File: config.mk
export PLATFORM = sky130hd
export DESIGN_NAME = toeplitz_hash_bytewise_core
export DESIGN_NICKNAME = d
export VERILOG_FILES = /design/src/hw/rtl/thb_pkg.sv /design/src/hw/rtl/thb_key_regs.sv /design/src/hw/rtl/thb_window.sv /design/src/hw/rtl/toeplitz_hash_bytewise_core.sv
export SDC_FILE = /design/constraint.sdc
export NUM_CORES = 2
export LEC_CHECK = 0
export ABC_AREA = 1
export BUFFER_PORTS_ARGS = -buffer_cell sky130_fd_sc_hd__buf_2
export CORE_MARGIN = 5
export CORE_UTILIZATION = 55
export CTS_BUF_LIST = sky130_fd_sc_hd__clkbuf_8
export DETAILED_ROUTE_END_ITERATION = 10
export PLACE_DENSITY = 0.8
export SLEW_MARGIN = 20
export SYNTH_ARGS = -nofsm -noshare
export SYNTH_HDL_FRONTEND = slang
export SYNTH_HIERARCHICAL = 1
export SYNTH_SLANG_ARGS = --single-unit
File: constraint.sdc
create_clock -name clock -period 9.5 [get_ports clock]
set_input_delay 0.475 -clock clock [delete_from_list [all_inputs] [get_ports clock]]
set_output_delay 0.475 -clock clock [all_outputs]
set_load 0.005 [all_outputs]
File: src/hw/rtl/thb_pkg.sv
// Shared constants and types for the bytewise Toeplitz hash core.
// Used by thb_key_regs, thb_window and toeplitz_hash_bytewise_core.
`default_nettype none

package thb_pkg;

   // Key storage: six 64-bit words and one 32-bit word, byte 0 in the top bits
   localparam int KEY_STORE_BYTES   = 52;
   localparam int KEY_STORE_BITS    = KEY_STORE_BYTES * 8;
   localparam int KEY_WORD_W        = 64;
   localparam int KEY_FULL_WORDS    = 6;
   localparam int KEY_TAIL_W        = 32;
   localparam int KEY_BYTES_DEFAULT = 52;

   // Hash and payload widths
   localparam int HASH_W = 32;
   localparam int BYTE_W = 8;
   localparam int SPAN_W = HASH_W + BYTE_W;

   // CSR port
   localparam int CSR_DATA_W  = 64;
   localparam int CSR_INDEX_W = 3;

   typedef logic [CSR_INDEX_W-1:0] csr_index_type;

   localparam csr_index_type CSR_KEY_0_7   = 3'd0;
   localparam csr_index_type CSR_KEY_8_15  = 3'd1;
   localparam csr_index_type CSR_KEY_16_23 = 3'd2;
   localparam csr_index_type CSR_KEY_24_31 = 3'd3;
   localparam csr_index_type CSR_KEY_32_39 = 3'd4;
   localparam csr_index_type CSR_KEY_40_47 = 3'd5;
   localparam csr_index_type CSR_KEY_48_51 = 3'd6;

   typedef logic [KEY_STORE_BITS-1:0] key_flat_type;
   typedef logic [HASH_W-1:0]         hash_type;

endpackage

`default_nettype wire

File: src/hw/rtl/thb_key_regs.sv
// Hash key register file: seven CSR words, flattened byte 0 first (MSB).
// Depends on thb_pkg.
`default_nettype none

module thb_key_regs (
   input  wire logic                               clock,
   input  wire logic                               reset,
   input  wire logic                               csr_write_en,
   input  wire thb_pkg::csr_index_type             csr_index,
   input  wire logic [thb_pkg::CSR_DATA_W-1:0]     csr_wdata,
   output thb_pkg::key_flat_type                   key_flat
);

   logic [thb_pkg::KEY_WORD_W-1:0] key_word_ff [thb_pkg::KEY_FULL_WORDS];
   logic [thb_pkg::KEY_WORD_W-1:0] key_word_in [thb_pkg::KEY_FULL_WORDS];
   logic [thb_pkg::KEY_TAIL_W-1:0] key_tail_ff;
   logic [thb_pkg::KEY_TAIL_W-1:0] key_tail_in;

   // Register write decode; unknown indexes are dropped
   always_comb begin
      for (int w = 0; w < thb_pkg::KEY_FULL_WORDS; w++) begin
         key_word_in[w] = key_word_ff[w];
      end
      key_tail_in = key_tail_ff;
      if (csr_write_en) begin
         case (csr_index)
            thb_pkg::CSR_KEY_0_7:   key_word_in[0] = csr_wdata;
            thb_pkg::CSR_KEY_8_15:  key_word_in[1] = csr_wdata;
            thb_pkg::CSR_KEY_16_23: key_word_in[2] = csr_wdata;
            thb_pkg::CSR_KEY_24_31: key_word_in[3] = csr_wdata;
            thb_pkg::CSR_KEY_32_39: key_word_in[4] = csr_wdata;
            thb_pkg::CSR_KEY_40_47: key_word_in[5] = csr_wdata;
            thb_pkg::CSR_KEY_48_51: key_tail_in = csr_wdata[thb_pkg::KEY_TAIL_W-1:0];
            default: ;
         endcase
      end
   end

   always_ff @(posedge clock) begin
      if (reset) begin
         for (int w = 0; w < thb_pkg::KEY_FULL_WORDS; w++) begin
            key_word_ff[w] <= '0;
         end
         key_tail_ff <= '0;
      end else begin
         for (int w = 0; w < thb_pkg::KEY_FULL_WORDS; w++) begin
            key_word_ff[w] <= key_word_in[w];
         end
         key_tail_ff <= key_tail_in;
      end
   end

   // Big-endian flattening: word 0 on top, tail word at the bottom
   assign key_flat = {key_word_ff[0], key_word_ff[1], key_word_ff[2], key_word_ff[3],
                      key_word_ff[4], key_word_ff[5], key_tail_ff};

endmodule

`default_nettype wire

File: src/hw/rtl/thb_window.sv
// One-byte Toeplitz step: picks the five key bytes at the offset (wrapping)
// and folds the eight bit windows into the accumulator. Depends on thb_pkg.
`default_nettype none

module thb_window #(
   parameter int KEY_BYTES = thb_pkg::KEY_BYTES_DEFAULT
) (
   input  wire thb_pkg::key_flat_type               key_flat,
   input  wire logic [$clog2(KEY_BYTES)-1:0]        key_ofs,
   input  wire logic [thb_pkg::BYTE_W-1:0]          data_byte,
   input  wire thb_pkg::hash_type                   accum,
   output thb_pkg::hash_type                        accum_next
);

   localparam int OFS_W   = $clog2(KEY_BYTES);
   localparam int KEY_BITS = KEY_BYTES * 8;
   localparam int EXT_W   = KEY_BITS + thb_pkg::HASH_W;
   localparam int SH_W    = OFS_W + 3;

   logic [KEY_BITS-1:0]           key_used;
   logic [EXT_W-1:0]              key_ext;
   logic [OFS_W-1:0]              ofs_rev;
   logic [SH_W-1:0]               span_lsb;
   logic [thb_pkg::SPAN_W-1:0]    span;

   // Key as the hash sees it; bytes past the stored key read as zero
   for (genvar n = 0; n < KEY_BYTES; n++) begin : g_key_byte
      if (n < thb_pkg::KEY_STORE_BYTES) begin : g_stored
         assign key_used[KEY_BITS-1-8*n -: 8] =
            key_flat[thb_pkg::KEY_STORE_BITS-1-8*n -: 8];
      end else begin : g_zero
         assign key_used[KEY_BITS-1-8*n -: 8] = 8'h00;
      end
   end

   // Repeat the first four key bytes below the end to cover the wrap
   assign key_ext  = {key_used, key_used[KEY_BITS-1 -: thb_pkg::HASH_W]};
   assign ofs_rev  = OFS_W'(KEY_BYTES - 1) - key_ofs;
   assign span_lsb = {ofs_rev, 3'b000};
   assign span     = key_ext[span_lsb +: thb_pkg::SPAN_W];

   // Bit 7 of the byte uses the window at the span top, bit 0 the lowest one
   always_comb begin
      accum_next = accum;
      for (int b = 0; b < thb_pkg::BYTE_W; b++) begin
         if (data_byte[7-b]) begin
            accum_next = accum_next ^ span[thb_pkg::SPAN_W-1-b -: thb_pkg::HASH_W];
         end
      end
   end

endmodule

`default_nettype wire

File: src/hw/rtl/toeplitz_hash_bytewise_core.sv
// Top level of the bytewise 32-bit Toeplitz (RSS) hash core.
// Depends on thb_pkg, thb_key_regs and thb_window.
//
//   channel | direction | handshake              | payload
//   --------+-----------+------------------------+-------------------------------
//   req     | in        | req_valid / req_ready  | req_data_byte, req_last_byte
//   rsp     | out       | rsp_valid / rsp_ready  | rsp_hash_value
//   csr     | in        | csr_write_en           | csr_index, csr_wdata
//
// One byte per cycle unless a last byte waits for the result register. A byte
// enters the input register; the key window select and the eight-way XOR fold
// run between that register and the accumulator, and the last byte's hash
// lands in the result register, which drives rsp_valid and rsp_hash_value.
// Reset clears the key, the accumulator and the key offset.
// A held result stalls only a last byte; other bytes keep flowing.
`default_nettype none

module toeplitz_hash_bytewise_core #(
   parameter int KEY_BYTES = thb_pkg::KEY_BYTES_DEFAULT
) (
   input  wire logic                            clock,
   input  wire logic                            reset,
   // byte stream
   input  wire logic                            req_valid,
   output      logic                            req_ready,
   input  wire logic [thb_pkg::BYTE_W-1:0]      req_data_byte,
   input  wire logic                            req_last_byte,
   // hash results
   output      logic                            rsp_valid,
   input  wire logic                            rsp_ready,
   output      logic [thb_pkg::HASH_W-1:0]      rsp_hash_value,
   // key registers
   input  wire logic                            csr_write_en,
   input  wire thb_pkg::csr_index_type          csr_index,
   input  wire logic [thb_pkg::CSR_DATA_W-1:0]  csr_wdata
);

   localparam int OFS_W = $clog2(KEY_BYTES);

   thb_pkg::key_flat_type          key_flat;
   thb_pkg::hash_type              accum_next;

   logic                           s1_valid_ff, s1_valid_in;
   logic [thb_pkg::BYTE_W-1:0]     s1_data_ff, s1_data_in;
   logic                           s1_last_ff, s1_last_in;
   thb_pkg::hash_type              accum_ff, accum_in;
   logic [OFS_W-1:0]               ofs_ff, ofs_in;
   logic [OFS_W-1:0]               ofs_step;
   logic                           rsp_valid_ff, rsp_valid_in;
   thb_pkg::hash_type              rsp_hash_ff, rsp_hash_in;

   logic                           out_free;
   logic                           s1_fire;
   logic                           req_xfer;

   thb_key_regs u_key_regs (
      .clock        (clock),
      .reset        (reset),
      .csr_write_en (csr_write_en),
      .csr_index    (csr_index),
      .csr_wdata    (csr_wdata),
      .key_flat     (key_flat)
   );

   thb_window #(
      .KEY_BYTES (KEY_BYTES)
   ) u_window (
      .key_flat   (key_flat),
      .key_ofs    (ofs_ff),
      .data_byte  (s1_data_ff),
      .accum      (accum_ff),
      .accum_next (accum_next)
   );

   // Flow control: a last byte waits only for room in the result register
   assign out_free  = !rsp_valid_ff || rsp_ready;
   assign s1_fire   = s1_valid_ff && (!s1_last_ff || out_free);
   assign req_ready = !s1_valid_ff || s1_fire;
   assign req_xfer  = req_valid && req_ready;

   // Key offset advance with wrap at the key length
   assign ofs_step = (ofs_ff == OFS_W'(KEY_BYTES - 1)) ? '0 : ofs_ff + OFS_W'(1);

   // Input register
   always_comb begin
      s1_valid_in = s1_valid_ff;
      s1_data_in  = s1_data_ff;
      s1_last_in  = s1_last_ff;
      if (req_xfer) begin
         s1_valid_in = 1'b1;
         s1_data_in  = req_data_byte;
         s1_last_in  = req_last_byte;
      end else if (s1_fire) begin
         s1_valid_in = 1'b0;
      end
   end

   // Hash state and result register
   always_comb begin
      accum_in     = accum_ff;
      ofs_in       = ofs_ff;
      rsp_hash_in  = rsp_hash_ff;
      rsp_valid_in = rsp_valid_ff && !rsp_ready;
      if (s1_fire) begin
         if (s1_last_ff) begin
            accum_in     = '0;
            ofs_in       = '0;
            rsp_hash_in  = accum_next;
            rsp_valid_in = 1'b1;
         end else begin
            accum_in = accum_next;
            ofs_in   = ofs_step;
         end
      end
   end

   always_ff @(posedge clock) begin
      if (reset) begin
         s1_valid_ff  <= 1'b0;
         accum_ff     <= '0;
         ofs_ff       <= '0;
         rsp_valid_ff <= 1'b0;
      end else begin
         s1_valid_ff  <= s1_valid_in;
         accum_ff     <= accum_in;
         ofs_ff       <= ofs_in;
         rsp_valid_ff <= rsp_valid_in;
      end
   end

   // Payload registers
   always_ff @(posedge clock) begin
      s1_data_ff  <= s1_data_in;
      s1_last_ff  <= s1_last_in;
      rsp_hash_ff <= rsp_hash_in;
   end

   assign rsp_valid      = rsp_valid_ff;
   assign rsp_hash_value = rsp_hash_ff;

endmodule

`default_nettype wire
==> impl_metrics.tcl <==
set metrics [dict create \
    fin_crit_ns 5.981 \
    place.gp.congestion 0.9728 \
    fin_setup_tns_ns 0 \
    violations "design-rule violations" \
    synth-simple-area-share 0.5762 \
    rsz0062_at_grt "false" \
    worst_pin_slew_ns 1.170 \
    hpwlAfterDp_um 97680 \
    crit_end "accum_ff[15]" \
    fin_nets 7143 \
    cts_max_level 3 \
    synth_cell_types 39 \
    setup_viol 0 \
    dieArea_um2 76600 \
    reg2reg_slack_ns 3.52 \
    final_cell_mix "nand2_1, nand3_1, nor2_1" \
    via_per_inst 5.944 \
    detail-route-antenna-nets 0 \
    post_cts_buffers 0 \
    drc 2 \
    max_cap_viol_count 0 \
    rr_endpoint "accum_ff[15]" \
    top_layer "met5" \
    hold_violations 0 \
    crit_arrival_ns 6.62 \
    synth_top_family_by_area "simple AND/OR/NAND/NOR gates" \
    dpl_cell_area_um2 39290 \
    syn-cell-area_um2 39140 \
    yosysSeqAreaShare 0.2647 \
    cp_max_fo 73 \
    wl_met1_um 56010 \
    clk_latency_ns 0.75 \
    layout-drive-gt1-share 0.05325 \
    endpoint_kind "register" \
    drv_slew 0 \
    grt_use_total 0.3807 \
    drtIter0Drc 7459 \
    met2_length_um 64500 \
    min_path_type "input pin to register" \
    fin_crit_sh 0.6296 \
    cts_resized 0 \
    synth.area.mux_share 0 \
    clkTransAtPathRegs_ns 0.06 \
    cts_made_buffers 92 \
    root_buffer "clkbuf_8" \
    synthXorXnorAreaFrac 0.01496 \
    synth_edf_count 41 \
    async_reset_ff_frac 0 \
    synthFlopType "dfxtp_1" \
    area_growth_pct 5.872 \
    grt_overflow 0 \
    wirelength_um 155100 \
    ir_drop_mv 0.1045 \
    worstSetupStartpointType "register" \
    io_buffers 114 \
    p_per_area_nw_per_um2 134.0 \
    core-area_um2 70270 \
    cts_hold_buf 10 \
    fin_area_um2 41440 \
    r2r_start "ofs_ff[2]" \
    critical_path_class "register to register" \
    grt_pass1_wl_um 236900 \
    grt_max_degree 205 \
    critPathRequiredTime_ns 10.14 \
    die_w_um 276.8 \
    antenna_found_initial 4 \
    die_height_um 276.8 \
    ios 115 \
    start_util 0.5570 \
    synth-compound-area-share 0.04919 \
    final_common_cell "nand2_1" \
    clock.fmax_mhz 167.2 \
    vias 48030 \
    ys_ff_latch 497 \
    skew_ns 0.07445 \
    route.met3.wl_um 22440 \
    firstDrtPassIters 11 \
    relSlewSlack 0.2149 \
    wl_per_cell_um 19.19 \
    syn-instance-count 7263 \
    syn_avg_cell_area_um2 5.389 \
    cts_buffer_depth 3 \
    status "finished, violations left" \
    reg2reg_depth 21 \
    syn_nets 7346 \
    ys_warn_count 6 \
    synth_fa_ha_area_frac 0.0006393 \
    p_leak_nw 19.90 \
    rows 97 \
    clkSinkCount 497 \
    first_global_vias 42310 \
    cts_tree "built" \
    power_w 0.005553 \
    crit_start "ofs_ff[2]" \
]
cells in the mapped netlist (12+ instances only):
cell type / instances / area (µm²)
xnor2_1: 30 / 262.8
xor2_1: 35 / 306.5
inv_2: 14 / 52.55
edfxtp_1: 41 / 1231
nand2_1: 2873 / 10780
buf_4: 12 / 90.09
nand4_1: 24 / 150.1
inv_1: 382 / 1434
buf_1: 76 / 285.3
a21oi_1: 145 / 725.7
o21ai_0: 141 / 705.7
clkbuf_1: 148 / 555.5
buf_2: 239 / 1196
dfxtp_1: 456 / 9129
o211ai_1: 48 / 360.4
nor2_1: 1142 / 4287
nand3_1: 1337 / 6691
or2_2: 14 / 87.58
nand3b_1: 37 / 277.8
report_power, final:
group	internal (W)	leakage, nW	switching (W)
Clock	0.00126	1.14	0.00102
Combinational	0.000282	14.7	0.000721
Sequential	0.00220	4.09	0.0000648
Total	0.00374	19.9	0.00181
layout make-up:
class,count,area (µm²)
sequential,497,10370
clock buffer,122,1679
clock inverter,48,339.1
inverter,401,1539
fill,7149,28830
tap,940,1176
timing repair buffer,183,1164
antenna,4,10.01
multi-input combinational,5885,25170
flip-flops by register name (all words and copies together), names as in the netlist:
| name | cells |
|---|---|
| u_key_regs/key_word_ff | 384 |
| accum_ff | 32 |
| rsp_hash_value | 32 |
| u_key_regs/key_tail_ff | 32 |
| s1_data_ff | 8 |
| ofs_ff | 6 |
| rsp_valid | 1 |
| s1_last_ff | 1 |
| s1_valid_ff | 1 |
cell families after synthesis:
kind of cell,after synthesis
buffers and inverters,881
AO/OA/AOI/OAI,356
flip-flops,497
XOR/XNOR,66
adder cells (fa/ha/maj),2
AND/OR/NAND/NOR,5461
per-layer routing:
layer,track usage,vias to the layer above
met1,0.4777,21290
li1,-,22590
met4,0.2569,2
met3,0.1121,695
met5,0,-
met2,0.5651,3444
worst max-delay path, cell delays in order, from the launching register on:
cell and delay [ns]:
dfxtp_2 0.39, inv_6 0.44, ha_4 0.54, nor2_4 0.22, clkinv_1 0.93, nor2_4 0.99, o21ai_0 0.28, nor2_1 0.37
nor2_1 0.09, nand2_1 0.19, nand2_1 0.28, nor2_1 0.22, inv_1 0.06, nand2_1 0.07, nand2_1 0.05, nand2_1 0.08
nand3b_1 0.12, nand2_1 0.09, nand2_1 0.05, nand2_1 0.07, nand2_1 0.05, a21oi_1 0.15
metrics by stage:
| step | cells | util | hold WS (ns) | setup slack (ns) |
|---|---|---|---|---|
| 3_5_place_dp | 7895 | 0.5592 | 0.4627 | 4.022 |
| 3_3_place_gp | 7895 | 0.5592 | 0.4553 | 4.123 |
| 2_1_floorplan | 7263 | - | 0.4390 | 5.747 |
| 5_1_grt | 8078 | 0.5897 | 0.2118 | 3.557 |
| 4_1_cts | 8075 | 0.5893 | 0.1493 | 4.005 |
| 6_report | 8080 | 0.5897 | 0.1704 | 3.519 |
worst min path at each step:
stage	start	end	slack, ns	depth (start not counted)
floorplan	accum_ff[9]	accum_ff[9]	0.44	2
global placement	accum_ff[9]	accum_ff[9]	0.46	2
detailed placement	accum_ff[9]	accum_ff[9]	0.46	2
CTS	csr_wdata[45]	u_key_regs/key_word_ff[4][45]	0.15	5
global route	csr_wdata[20]	u_key_regs/key_word_ff[2][20]	0.21	5
finish	csr_wdata[4]	u_key_regs/key_word_ff[3][4]	0.17	5
(Power assumes the default switching activity.)
